==> src/hdl/assert_macros.svh <==
// Assertion macros used by the top-level RTL file.
`ifndef ASSERT_MACROS_SVH
`define ASSERT_MACROS_SVH

`ifndef NO_ASSERTIONS

// Clocked check, held off while reset is asserted (active low).
`define ASSERT_CLK(lbl, clk, rst_n, prop) \
    lbl: assert property (@(posedge clk) disable iff (!rst_n) (prop)) \
        else $error("assertion failed");

// Clocked check that also holds during reset.
`define ASSERT_ALWAYS(lbl, clk, prop) \
    lbl: assert property (@(posedge clk) (prop)) \
        else $error("assertion failed");

`else

`define ASSERT_CLK(lbl, clk, rst_n, prop)
`define ASSERT_ALWAYS(lbl, clk, prop)

`endif

`endif

==> src/hdl/jrsm_pkg.sv <==
// Types, codes and constants of the join retry state machine.
package jrsm_pkg;

    localparam int DELAY_BITS  = 20;
    localparam int TALLY_BITS  = 8;
    localparam int DC_BITS     = 5;
    localparam int DOUBLE_MAX  = 31;
    localparam int CFG_IDX_BITS = 2;

    localparam logic [TALLY_BITS-1:0] TALLY_MAX = 8'hFF;

    // Link state codes as they appear on the result beat
    localparam logic [2:0] LS_UNPROV  = 3'd0;
    localparam logic [2:0] LS_JOINING = 3'd1;
    localparam logic [2:0] LS_PORTAL  = 3'd2;
    localparam logic [2:0] LS_RETRY   = 3'd3;
    localparam logic [2:0] LS_ONLINE  = 3'd4;

    typedef enum logic [4:0] {
        LINK_UNPROV  = 5'b00001,
        LINK_JOINING = 5'b00010,
        LINK_PORTAL  = 5'b00100,
        LINK_RETRY   = 5'b01000,
        LINK_ONLINE  = 5'b10000
    } t_link_fsm;

    typedef enum logic [2:0] {
        EV_RESET   = 3'd0,
        EV_BOOT    = 3'd1,
        EV_JOIN    = 3'd2,
        EV_RETRY   = 3'd3,
        EV_SAVED   = 3'd4,
        EV_LOST    = 3'd5
    } t_event;

    typedef enum logic [CFG_IDX_BITS-1:0] {
        CFG_MAX_FAIL  = 2'd0,
        CFG_BASE      = 2'd1,
        CFG_MAX_DELAY = 2'd2
    } t_cfg_index;

    typedef struct packed {
        logic [2:0] mode;
        logic       event_flag;
    } t_in_beat;

    typedef struct packed {
        logic [2:0]            link_state;
        logic [TALLY_BITS-1:0] failure_count;
        logic [DELAY_BITS-1:0] retry_delay_ms;
    } t_out_beat;

    // Link state with its failure bookkeeping
    typedef struct packed {
        t_link_fsm             link;
        logic [TALLY_BITS-1:0] tally;
        logic [DC_BITS-1:0]    dbl;
        logic                  capped;
    } t_lstate;

    function automatic logic [2:0] encode_link(input t_link_fsm link);
        logic [2:0] code;
        case (link)
            LINK_UNPROV:  code = LS_UNPROV;
            LINK_JOINING: code = LS_JOINING;
            LINK_PORTAL:  code = LS_PORTAL;
            LINK_RETRY:   code = LS_RETRY;
            LINK_ONLINE:  code = LS_ONLINE;
            default:      code = LS_UNPROV;
        endcase
        return code;
    endfunction

endpackage

==> src/hdl/join_retry_state_machine_unit.sv <==
// Top level of the join retry state machine with exponential backoff.
//
// One event beat is taken per clock while the input is not stalled, and one result
// beat comes out for each, in order. A beat passes three registers: the input
// register, a state-update stage in which the link state, failure tally and
// doubling count are rewritten, and the result register, where the retry delay
// (base shifted by the doubling count, clamped to the ceiling) is formed.
// Sustained rate is one beat per cycle while the output is not stalled. The input
// stalls only when all three stages hold beats and the output is stalled.
// Configuration writes take effect at once and should be made while no beat is
// in flight.
`include "assert_macros.svh"

module join_retry_state_machine_unit
    import jrsm_pkg::*;
(
    input  logic                    i_clk,
    input  logic                    i_rst_n,
    input  logic                    i_in_valid,
    output logic                    o_in_stall,
    input  t_in_beat                i_in_data,
    output logic                    o_out_valid,
    input  logic                    i_out_stall,
    output t_out_beat               o_out_data,
    input  logic                    i_cfg_we,
    input  logic [CFG_IDX_BITS-1:0] i_cfg_index,
    input  logic [DELAY_BITS-1:0]   i_cfg_data
);

    logic [TALLY_BITS-1:0] r_max_fail;
    logic [DELAY_BITS-1:0] r_base;
    logic [DELAY_BITS-1:0] r_max_delay;

    logic      r_in_valid;
    t_in_beat  r_in;
    logic      r_s1_valid;
    t_lstate   r_state;
    t_lstate   n_state;
    logic      r_out_valid;
    t_out_beat r_out;

    logic                  rdy_out;
    logic                  rdy_s1;
    logic                  rdy_in;
    logic                  mv_in;
    logic                  mv_s1;
    logic                  mv_out;
    logic [DELAY_BITS-1:0] delay;

    assign rdy_out = !r_out_valid || !i_out_stall;
    assign rdy_s1  = !r_s1_valid || rdy_out;
    assign rdy_in  = !r_in_valid || rdy_s1;

    assign mv_in  = i_in_valid && rdy_in;
    assign mv_s1  = r_in_valid && rdy_s1;
    assign mv_out = r_s1_valid && rdy_out;

    assign o_in_stall  = !rdy_in;
    assign o_out_valid = r_out_valid;
    assign o_out_data  = r_out;

    jrsm_next u_next (
        .i_beat     (r_in),
        .i_cur      (r_state),
        .i_max_fail (r_max_fail),
        .o_next     (n_state)
    );

    jrsm_delay u_delay (
        .i_dbl    (r_state.dbl),
        .i_capped (r_state.capped),
        .i_base   (r_base),
        .i_max    (r_max_delay),
        .o_delay  (delay)
    );

    always_ff @(posedge i_clk) begin
        if (!i_rst_n) begin
            r_max_fail  <= TALLY_BITS'(5);
            r_base      <= DELAY_BITS'(1000);
            r_max_delay <= DELAY_BITS'(60000);
        end else if (i_cfg_we) begin
            case (i_cfg_index)
                CFG_MAX_FAIL:  r_max_fail  <= i_cfg_data[TALLY_BITS-1:0];
                CFG_BASE:      r_base      <= i_cfg_data;
                CFG_MAX_DELAY: r_max_delay <= i_cfg_data;
                default: begin
                end
            endcase
        end
    end

    always_ff @(posedge i_clk) begin
        if (!i_rst_n) begin
            r_in_valid     <= 1'b0;
            r_s1_valid     <= 1'b0;
            r_out_valid    <= 1'b0;
            r_state.link   <= LINK_UNPROV;
            r_state.tally  <= '0;
            r_state.dbl    <= '0;
            r_state.capped <= 1'b0;
        end else begin
            if (rdy_in) r_in_valid <= i_in_valid;
            if (rdy_s1) r_s1_valid <= r_in_valid;
            if (rdy_out) r_out_valid <= r_s1_valid;
            // Stage one holds no copy: the state register is its payload
            if (mv_s1) r_state <= n_state;
        end
    end

    always_ff @(posedge i_clk) begin
        if (mv_in) r_in <= i_in_data;
        if (mv_out) begin
            r_out.link_state     <= encode_link(r_state.link);
            r_out.failure_count  <= r_state.tally;
            r_out.retry_delay_ms <= delay;
        end
    end

    `ASSERT_CLK(a_zero_tally, i_clk, i_rst_n,
        (r_state.tally == '0) |-> ((r_state.dbl == '0) && !r_state.capped))
    `ASSERT_CLK(a_capped, i_clk, i_rst_n,
        r_state.capped |-> ((r_state.dbl == DC_BITS'(DOUBLE_MAX))
            && (r_state.tally > TALLY_BITS'(DOUBLE_MAX + 1))))
    `ASSERT_CLK(a_online_clean, i_clk, i_rst_n,
        (r_state.link == LINK_ONLINE) |-> (r_state.tally == '0))
    `ASSERT_CLK(a_stall_full, i_clk, i_rst_n,
        o_in_stall |-> (r_in_valid && r_s1_valid && r_out_valid))

endmodule

==> src/hdl/jrsm_next.sv <==
// Next link state and failure bookkeeping for one event beat.
module jrsm_next
    import jrsm_pkg::*;
(
    input  t_in_beat              i_beat,
    input  t_lstate               i_cur,
    input  logic [TALLY_BITS-1:0] i_max_fail,
    output t_lstate               o_next
);

    // Derive doubling count and cap flag from a tally
    function automatic t_lstate with_tally(input t_lstate s, input logic [TALLY_BITS-1:0] t);
        t_lstate r;
        r = s;
        r.tally = t;
        if (t == '0) begin
            r.dbl    = '0;
            r.capped = 1'b0;
        end else if ((t - 1'b1) > TALLY_BITS'(DOUBLE_MAX)) begin
            r.dbl    = DC_BITS'(DOUBLE_MAX);
            r.capped = 1'b1;
        end else begin
            r.dbl    = DC_BITS'(t - 1'b1);
            r.capped = 1'b0;
        end
        return r;
    endfunction

    logic [TALLY_BITS-1:0] inc_tally;

    assign inc_tally = (i_cur.tally != TALLY_MAX) ? i_cur.tally + 1'b1 : i_cur.tally;

    always_comb begin
        o_next = i_cur;
        case (t_event'(i_beat.mode))
            EV_RESET: begin
                o_next      = with_tally(i_cur, '0);
                o_next.link = LINK_UNPROV;
            end
            EV_BOOT: begin
                o_next      = with_tally(i_cur, '0);
                o_next.link = i_beat.event_flag ? LINK_JOINING : LINK_PORTAL;
            end
            EV_JOIN: begin
                if (i_beat.event_flag) begin
                    o_next      = with_tally(i_cur, '0);
                    o_next.link = LINK_ONLINE;
                end else begin
                    o_next      = with_tally(i_cur, inc_tally);
                    o_next.link = (inc_tally >= i_max_fail) ? LINK_PORTAL : LINK_RETRY;
                end
            end
            EV_RETRY: begin
                if (i_cur.link == LINK_RETRY) o_next.link = LINK_JOINING;
            end
            EV_SAVED: begin
                if (i_beat.event_flag) begin
                    o_next      = with_tally(i_cur, '0);
                    o_next.link = LINK_JOINING;
                end else begin
                    o_next.link = LINK_PORTAL;
                end
            end
            EV_LOST: begin
                if (i_cur.link == LINK_ONLINE) o_next.link = LINK_JOINING;
            end
            default: begin
                o_next = i_cur;
            end
        endcase
    end

endmodule

==> src/hdl/jrsm_delay.sv <==
// Retry delay: base shifted by the doubling count, clamped to the ceiling.
module jrsm_delay
    import jrsm_pkg::*;
(
    input  logic [DC_BITS-1:0]    i_dbl,
    input  logic                  i_capped,
    input  logic [DELAY_BITS-1:0] i_base,
    input  logic [DELAY_BITS-1:0] i_max,
    output logic [DELAY_BITS-1:0] o_delay
);

    localparam int SH_BITS = DELAY_BITS + DOUBLE_MAX;

    logic [SH_BITS-1:0] shifted;
    logic [SH_BITS-1:0] ceiling;

    // Shift wide enough that no bit of the base is lost before the compare
    assign shifted = {{DOUBLE_MAX{1'b0}}, i_base} << i_dbl;
    assign ceiling = {{DOUBLE_MAX{1'b0}}, i_max};

    always_comb begin
        if (i_capped || (shifted > ceiling)) begin
            o_delay = i_max;
        end else begin
            o_delay = shifted[DELAY_BITS-1:0];
        end
    end

endmodule

==> config.mk <==
export PLATFORM = sky130hd
export DESIGN_NAME = join_retry_state_machine_unit
export DESIGN_NICKNAME = d
export VERILOG_FILES = /design/src/hdl/jrsm_pkg.sv /design/src/hdl/join_retry_state_machine_unit.sv /design/src/hdl/jrsm_next.sv /design/src/hdl/jrsm_delay.sv
export VERILOG_INCLUDE_DIRS = /design/src /design/src/hdl
export SDC_FILE = /design/constraint.sdc
export NUM_CORES = 1
export LEC_CHECK = 0
export ABC_AREA = 1
export BUFFER_PORTS_ARGS = -buffer_cell sky130_fd_sc_hd__buf_2
export CORE_MARGIN = 1
export CORE_UTILIZATION = 56
export CTS_BUF_LIST = sky130_fd_sc_hd__clkbuf_8
export CTS_CLUSTER_SIZE = 25
export DETAILED_ROUTE_END_ITERATION = 10
export PLACE_DENSITY = 0.79
export SETUP_SLACK_MARGIN = 0.15
export SLEW_MARGIN = 20
export SYNTH_ARGS = -nofsm -noshare
export SYNTH_HDL_FRONTEND = slang
export SYNTH_SLANG_ARGS = --single-unit
==> constraint.sdc <==
create_clock -name i_clk -period 2.5 [get_ports i_clk]
set_clock_uncertainty 0.05 [all_clocks]
set_input_delay 0.25 -clock i_clk [delete_from_list [all_inputs] [get_ports i_clk]]
set_output_delay 0.25 -clock i_clk [all_outputs]
set_load 0.05 [all_outputs]
# Word-level counts from Yosys, hierarchy flattened

Cells that the tools add are included.

Shifts and indexed selects: 1
Reductions and logical operators: 24
Equality and inequality tests: 15
Multiplexer cells: 13
Magnitude comparators: 3
Add/subtract/negate cells: 2

Operators with widths:

| operator                                                                         | number |
|---|---|
| 51-bit by 20-bit greater-than comparator with 1-bit output                       | 1 |
| 20-bit by 5-bit << shifter with 51-bit output                                    | 1 |
| 14-bit case mux with 3 select lines                                              | 1 |
| 5-bit case mux with 5 select lines                                               | 1 |
| 20-bit 2-to-1 mux                                                                | 1 |
| 19-bit 2-to-1 mux                                                                | 1 |
| 14-bit 2-to-1 mux                                                                | 1 |
| 6-bit 2-to-1 mux                                                                 | 2 |
| 3-bit case mux with 4 select lines                                               | 1 |
| 5-bit 2-to-1 mux                                                                 | 2 |
| 8-bit by 1-bit adder with 8-bit output (second input constant)                   | 1 |
| 8-bit >= comparator                                                              | 1 |
| 8-bit by 5-bit greater-than comparator with 1-bit output (second input constant) | 1 |
| 8-bit zero test                                                                  | 1 |
| 8-bit 2-to-1 mux                                                                 | 1 |
| 8-bit != test (second input constant)                                            | 1 |
| 8-bit by 1-bit subtractor with 8-bit output (second input constant)              | 1 |
| 3-bit by 2-bit equality test with 1-bit output (second input constant)           | 2 |
| 3-bit equality test (second input constant)                                      | 2 |
| 2-bit AND reduction                                                              | 3 |
| 5-bit by 2-bit equality test with 1-bit output (second input constant)           | 1 |
| 5-bit by 3-bit equality test with 1-bit output (second input constant)           | 1 |
| 5-bit by 4-bit equality test with 1-bit output (second input constant)           | 1 |
| 5-bit equality test (second input constant)                                      | 1 |
| 17 further kinds                                                                 | 28 |

Input bits: 31
Register bits: 105
Output and inout bits: 33
Word-level logic and storage cells: 73

# Depth between registers and ports, before layout

Gate-level depths: netlist of the first run.

Depth in word-level cells: 8
Mapped depth: 24
Mapped depth without buffers: 22

# By module

From an unflattened synthesis of the first run, not the netlist that was laid out.

Cell total of the unflattened synthesis: 1,128
Area, all modules: 7,323.3 µm²

By module, submodules not included:

| module                        | area each (µm²) | sequential area each (µm²) | cells an instance | times used |
|---|---|---|---|---|
| join_retry_state_machine_unit | 3,986.3         | 2,452.4                    | 461               | 1 |
| jrsm_delay                    | 2,119.5         | 0.0                        | 439               | 1 |
| jrsm_next                     | 1,217.4         | 0.0                        | 228               | 1 |

# Worst setup path before layout of the first run

Ideal clock, no wire load.

Kind: register to register
Start: register r_state[5] (netlist name)
End: register r_out, in the netlist o_out_data[16], data pin
Required time: 2.197 ns
Arrival time: 2.396 ns
Path slack: -0.199 ns
Buffers on the path: 3
Stages on the path, launching flop included: 15
Period minus slack after synthesis: 2.699 ns
Library setup time: 0.253 ns
Cell sequence: dfxtp_1 > clkbuf_1 > clkbuf_1 > nor2_1 > ha_1 > nand2_1 > nor2_1 > nand3_1 > nor4b_1 > nand4_1 > nand2_1 > nand3_1 > buf_2 > nand2_1 > nand2_1

Longest elaborated chain between the ends: 4

Ends and longest elaborated chain:

| what                                                       | line                                 | RTL |
|---|---|---|
| start, declared                                            | join_retry_state_machine_unit.sv:37  | `t_lstate r_state;` |
| start signal, assigned                                     | join_retry_state_machine_unit.sv:107 | `if (mv_s1) r_state <= n_state;` |
| 20-bit by 5-bit << shifter with 51-bit output *            | jrsm_delay.sv:18                     | `assign shifted = {{DOUBLE_MAX{1'b0}}, i_base} << i_dbl;` |
| 51-bit by 20-bit greater-than comparator with 1-bit output | jrsm_delay.sv:22                     | `if (i_capped \|\| (shifted > ceiling)) begin` |
| 1-bit logical OR                                           | jrsm_delay.sv:22                     |  |
| 20-bit 2-to-1 mux *                                        | jrsm_delay.sv:22                     |  |
| net delay[16]                                              | join_retry_state_machine_unit.sv:48  | `logic [DELAY_BITS-1:0] delay;` |
| end, declared                                              | join_retry_state_machine_unit.sv:40  | `t_out_beat r_out;` |

Mark *: on every way through the listed nets, which the timed path passes. The rest lies on a longest branch.
A chain may end at the register's enable or synchronous reset.

# Worst setup path after layout of the first run

Start: register r_state[1] (netlist name)
End: register r_out, in the netlist o_out_data[1], data pin

The elaborated chain is that of the path after synthesis.

==> results of run 1 <==
logic make-up after synthesis:
kind of cell               Yosys count  synth area share [%]
muxes                                2                0.3175
AOI/OAI and AO/OA                  123                 10.46
DFF                                105                 38.89
adders and majority gates           31                 6.151
and+or+nand+nor                    514                 35.24
xor gates and xnor gates             6                0.8333
buffers and inverters              129                 8.115
sequential cells by signal, summed over array words and instances, names as in the netlist:
name,flops
o_out_valid,1
r_s1_valid,1
r_max_delay,20
r_in_valid,1
o_out_data,31
r_max_fail,8
r_state,19
r_in,4
r_base,20
power by group:
group          switching, mW  internal [mW]
combinational          0.471          0.300
sequential            0.0468           1.83
clock                  0.637          0.527
total                   1.16           2.66
final timing paths:
kind	startpoint	cells past startpoint	to	slack, ns
max	r_state[1]$_SDFFE_PN0P_	21	o_out_data[1]$_DFFE_PP_	-0.56
min	i_in_valid	3	r_in_valid$_SDFFE_PN0N_	0.02
max reg2reg	r_state[1]$_SDFFE_PN0P_	21	o_out_data[1]$_DFFE_PP_	-0.56
min reg2reg	r_state[0]$_SDFFE_PN0P_	2	r_state[0]$_SDFFE_PN0P_	0.42
per-layer routing:
layer / routed length [um] / share of wire [%] / vias to the layer above
li1: - / - / 3309
met1: 8502 / 38 / 3369
met2: 10670 / 47 / 484
met3: 2042 / 9.1 / 153
met4: 1276 / 5.7 / 0
met5: 0 / 0 / -
synth_stat cells, drive strengths merged:
cell	n
nand3b	2
o2111ai	1
nor4b	1
o211ai	9
o21bai	1
o21ai	52
o31ai	1
xor2	2
nor2	74
o41ai	1
xnor2	4
a31oi	1
inv	83
dfxtp	70
ha	31
mux2i	2
or2	4
edfxtp	35
a211oi	1
nand3	127
nand4	32
nor4	1
nand2	264
clkbuf	21
a21o	1
buf	25
a21oi	54
nor3	9
a22oi	1
repair_timing:
item,CTS,global route
gates resized for setup,29,221
hold endpoints to repair,4,0
hold buffers,4,0
pin swaps,7,60
setup endpoints to repair,28,28
buffers inserted,5,13
gates cloned,0,5
area by class of cell:
| type | count | area share (%) |
|---|---|---|
| Clock buffer | 11 | 1.679 |
| Clock inverter | 5 | 0.6939 |
| Inverter | 83 | 3.539 |
| Multi-Input combinational cell | 676 | 50.06 |
| Sequential cell | 105 | 27.37 |
| Tap cell | 140 | 1.943 |
| Timing Repair Buffer | 166 | 14.72 |
metrics by stage:
stage               cells  hold slack (ns)  instance area (um^2)
CTS                  1168          0.01443                  7787
floorplan             910           0.2989                  6504
detailed placement   1143           0.3781                  7398
global placement     1143           0.3793                  7398
finish               1186          0.01856                  9016
global route         1186          0.05763                  9016
worst max-delay path, cell delays in order, from the launching register on:
cell and delay [ns]:
dfxtp_4 0.41, buf_6 0.15, nand2_2 0.10, a21oi_4 0.20
nand2_1 0.12, nand3_2 0.11, nand2_2 0.08, nor2_2 0.11
ha_1 0.26, nand2_2 0.10, inv_1 0.05, nand2_1 0.06
nand2_1 0.06, a21oi_2 0.13, nand3_1 0.08, nand4_1 0.10
nand2_2 0.08, nand2_4 0.11, nand3_4 0.12, clkbuf_16 0.19
nand2_1 0.06, nand2_1 0.08
==> results.toml, run 1 <==
[min_path]
worst_hold_path_type = "input port to flip-flop"

[global_routing]
met1_usage_pct = 41.27
grt_pass1_vias = 6053
antenna_found_initial = 0
grt_overflow_total = 0
grt_max_degree = 50
gr-usage-all-layers_pct = 31.11
grt_use_met3_pct = 5.485
gr-max-usage-layer = "met2"
grt_pass1_wl_um = 28350
met2_usage_pct = 50.64

[status]
status = "complete, but fails checks"
violations = "setup timing"

[sta]
worst_slew_pin_slew_ns = 0.8017
setup_ws_ns = -0.5585
rsz0062_at_grt = "yes"
post-route-min-period_ns = 3.059
fmax_mhz = 327.0
finalCritPeriodShare_pct = 122.3
max_slew_margin_pct = 46.50
timing.final.hold_violations = 0
timing.setup.tns_ns = -10.08
final_max_slew_viol_count = 0
setup-violations-final = 20

[logic_synthesis]
synth_area_per_cell_um2 = 6.930
synthesis.nets = 972
ys_types = 36
synthTopCellsByArea = "dfxtp_1 (22%), edfxtp_1 (17%), nand2_1 (16%)"
synth.top_cell.area_share_pct = 22.22
netlist_area_um2 = 6306
synth_top_area_cell = "dfxtp_1"
yosys_warnings = 0
ys_seq_elements = 105
yosysSeqAreaShare_pct = 38.89
synthCells = 910

[clocking]
cts_inserted_buffers = 9
cts_sinks = 105
clock_path_buffers = 2
tritoncts = "done"
path_clk_slew_ns = 0.10
htree_levels = 3
cts_root_buf = "clkbuf_8"
clk_latency_ns = 0.41

[floorplan]
core_um2 = 10890
initial_core_util_pct = 57.92
fp.dieH_um = 108.1
rows = 38
die_area_um2 = 11690
ios = 64
die_w_um = 108.1

[cells_and_area]
drive_gt1_share_pct = 37.95
mostFrequentLayoutCells = "nand2_1 (193), inv_1 (78), buf_4 (78), nand3_2 (65), dfxtp_1 (64)"
antenna_cells = 0
multi_input_area_um2 = 4513
layout.nets = 1103
final_common_cell = "nand2_1"
fill_cells = 571
final_util_pct = 82.81
syn2layout_area_growth_pct = 42.98
regArea_um2 = 2467

[drt]
viasPerCell = 6.168
drc = 0
firstDrtPassIters = 7
initialDrtViolationCount = 983
wirelength_um = 22490
wl_per_cell_um = 18.96
antenna_left = 0
vias = 7315

[worst_setup_path]
required_ns = 2.61
cp_max_fo = 8
startpoint_type = "flip-flop"
crit_type = "flip-flop to flip-flop"
end_kind = "flip-flop"
arrival_ns = 3.17

[placement]
dp_slack_ns = -0.5243
gp_congestion = 0.9267
hpwl_um = 12440
portBuffers = 63

[run]
cap_violations = 0

[pwr]
irDropWorstVdd_mv = 0.6128
total_power_mw = 3.816
pwr_density_cell_nw_per_um2 = 423.3
p_leak_nw = 4.075
(Power assumes the default switching activity.)
==> run 2: changes to the inputs <==
==> constraint.sdc (replaced) <==
create_clock -name i_clk -period 2.5 [get_ports i_clk]
set_clock_uncertainty 0.05 [all_clocks]
set_input_delay 0.125 -clock i_clk [delete_from_list [all_inputs] [get_ports i_clk]]
set_output_delay 0.125 -clock i_clk [all_outputs]
set_load 0.05 [all_outputs]
==> run 2 against run 1 <==
Against the previous run:
- maximum frequency up 1.6%
- hold slack better by 0.016 ns
- clock-buffer cell count shrank 2
- via count shrank 4.8%
- the flow still finishes with violations (setup timing)
- highest routed layer unchanged
- largest power group unchanged
- critical endpoint is now o_out_data[19]$_DFFE_PP_
- wire length decreased by 11%
- sequential power about the same
==> results.toml, run 2 (same netlist as run 1, synthesis figures left out) <==
[cells_and_area]
fin_cells = 1212
final_util_pct = 79.92
final_common_cell = "nand2_1"
layout.nets = 1129
regArea_um2 = 2466
largest_reg_flops = 31
fill_cells = 667
syn2layout_area_growth_pct = 38.00
antenna_cells = 0
multi_input_area_um2 = 4040
drive_gt1_share_pct = 33.21
mostFrequentLayoutCells = "nand2_1 (204), buf_4 (91), inv_1 (80), nand3_1 (71)"

[floorplan]
die_area_um2 = 11690
die_w_um = 108.1
core_um2 = 10890
rows = 38
fp.dieH_um = 108.1
ios = 64
initial_core_util_pct = 57.92

[sta]
hold_slack_ns = 0.03471
post-route-min-period_ns = 3.010
finalCritPeriodShare_pct = 120.4
fmax_mhz = 332.3
final_max_slew_viol_count = 0
rsz0062_at_grt = "yes"
worst_slew_pin_slew_ns = 0.7787
timing.final.hold_violations = 0
setup_ws_ns = -0.5098
max_slew_margin_pct = 48.03
timing.setup.tns_ns = -9.736
setup-violations-final = 20

[drt]
drc = 0
antenna_left = 0
vias = 6962
firstDrtPassIters = 6
wirelength_um = 20080
initialDrtViolationCount = 684
viasPerCell = 5.744
wl_per_cell_um = 16.56

[min_path]
worst_hold_path_type = "input port to flip-flop"

[worst_setup_path]
cp_max_fo = 16
startpoint_type = "flip-flop"
crit_buf_inv = 3
end_kind = "flip-flop"
crit_type = "flip-flop to flip-flop"
arrival_ns = 3.10
max_stage_delay_ns = 0.38
cp_cell_sequence = "inv_4 -> clkbuf_16 -> nand2_2 -> nand3_2 -> nand3_1 -> nand2_2 -> o21ai_2 -> mux2i_2 -> ha_1 -> nand2_2 -> nor2_4 -> nor4b_2 -> nand4_1 -> nand2_4 -> nand3_4 -> buf_12 -> nand2_1 -> nand2_1"
crit_top_cell = "nand2_2"
slowest_stage = "dfxtp_4"
critPathTopFamily = "simple AND/OR/NAND/NOR gates"
required_ns = 2.59

[pwr]
p_int_mw = 2.685
switching_power_mw = 1.062
p_comb_share_pct = 19.7
irDropWorstVdd_mv = 0.4225
p_leak_nw = 4.048
pwr-share-seq_pct = 50.2
power_frac_clock_pct = 30.1
pwr_density_cell_nw_per_um2 = 430.6
switching_share_pct = 28.35

[global_routing]
grt_pass1_wl_um = 29430
grt_max_degree = 50
antenna_found_initial = 0
grt_pass1_vias = 6251
grt_overflow_total = 0
gr-usage-all-layers_pct = 32.57

[run]
cap_violations = 0

[clocking]
path_clk_slew_ns = 0.09
htree_levels = 3
clk_latency_ns = 0.39
clock_path_buffers = 2
cts_inserted_buffers = 9
cts_sinks = 105
cts_root_buf = "clkbuf_8"
tritoncts = "done"

[placement]
dp.cells = 1145
gp_congestion = 0.9075
dp_slack_ns = -0.5502
hpwl_um = 12700
portBuffers = 63

[status]
status = "complete, but fails checks"
violations = "setup timing"
-- run 2: worst paths after layout --
check,startpoint,end,slack [ns],cells after the start
worst min register to register,r_state[0]$_SDFFE_PN0P_,r_state[0]$_SDFFE_PN0P_,0.43,2
worst max register to register,r_state[1]$_SDFFE_PN0P_,o_out_data[19]$_DFFE_PP_,-0.51,18
worst max-delay path,r_state[1]$_SDFFE_PN0P_,o_out_data[19]$_DFFE_PP_,-0.51,18
worst min-delay path,i_cfg_index[0],r_max_fail[2]$_SDFFE_PN1P_,0.03,4
-- run 2: per-stage QoR --
stage,total power [mW],cell area [um^2]
final,3.747,8702
after global routing,3.903,8702
after CTS,3.659,8026
after detailed placement,2.495,7388
after global placement,2.480,7388
after floorplan,2.308,6504
-- run 2: what timing repair did --
| item | 4_1_cts | 5_1_grt |
|---|---|---|
| gates cloned | 0 | 2 |
| gates resized for setup | 26 | 134 |
| hold buffers | 25 | 0 |
| hold endpoints to repair | 40 | 0 |
| setup buffers | 12 | 12 |
| endpoints found under the setup margin | 28 | 28 |
| pin swaps | 4 | 33 |
-- run 2: layout make-up --
class,count,area share [%]
Clock buffer,9,1.423
Clock inverter,7,0.9921
Inverter,83,3.609
Multi-Input combinational cell,676,46.43
Sequential cell,105,28.34
Tap cell,140,2.013
Timing Repair Buffer,192,17.20
-- run 2: power groups by stage --
stage | Combinational (mW) | Sequential [mW] | Clock, mW
3_5_place_dp | 0.581 | 1.91 | 0
4_1_cts | 0.638 | 1.88 | 1.15
6_report | 0.739 | 1.88 | 1.13
2_1_floorplan | 0.337 | 1.97 | 0
3_3_place_gp | 0.567 | 1.91 | 0
5_1_grt | 0.802 | 1.89 | 1.21
-- run 2: worst register-to-register path, cell delays in order (launching register included) --
cell	delay, ns
dfxtp_4	0.38
inv_4	0.05
clkbuf_16	0.17
nand2_2	0.08
nand3_2	0.08
nand3_1	0.12
nand2_2	0.09
o21ai_2	0.15
mux2i_2	0.11
ha_1	0.34
nand2_2	0.08
nor2_4	0.12
nor4b_2	0.25
nand4_1	0.18
nand2_4	0.16
nand3_4	0.09
buf_12	0.16
nand2_1	0.06
nand2_1	0.06
-- run 2: routing by layer --
layer,up-vias,GRT usage (%),share of wire [%]
met4,0,15.75,3.7
met2,326,52.37,48
met3,74,7.052,8.5
li1,3363,-,-
met5,-,0,0
met1,3199,41.39,40
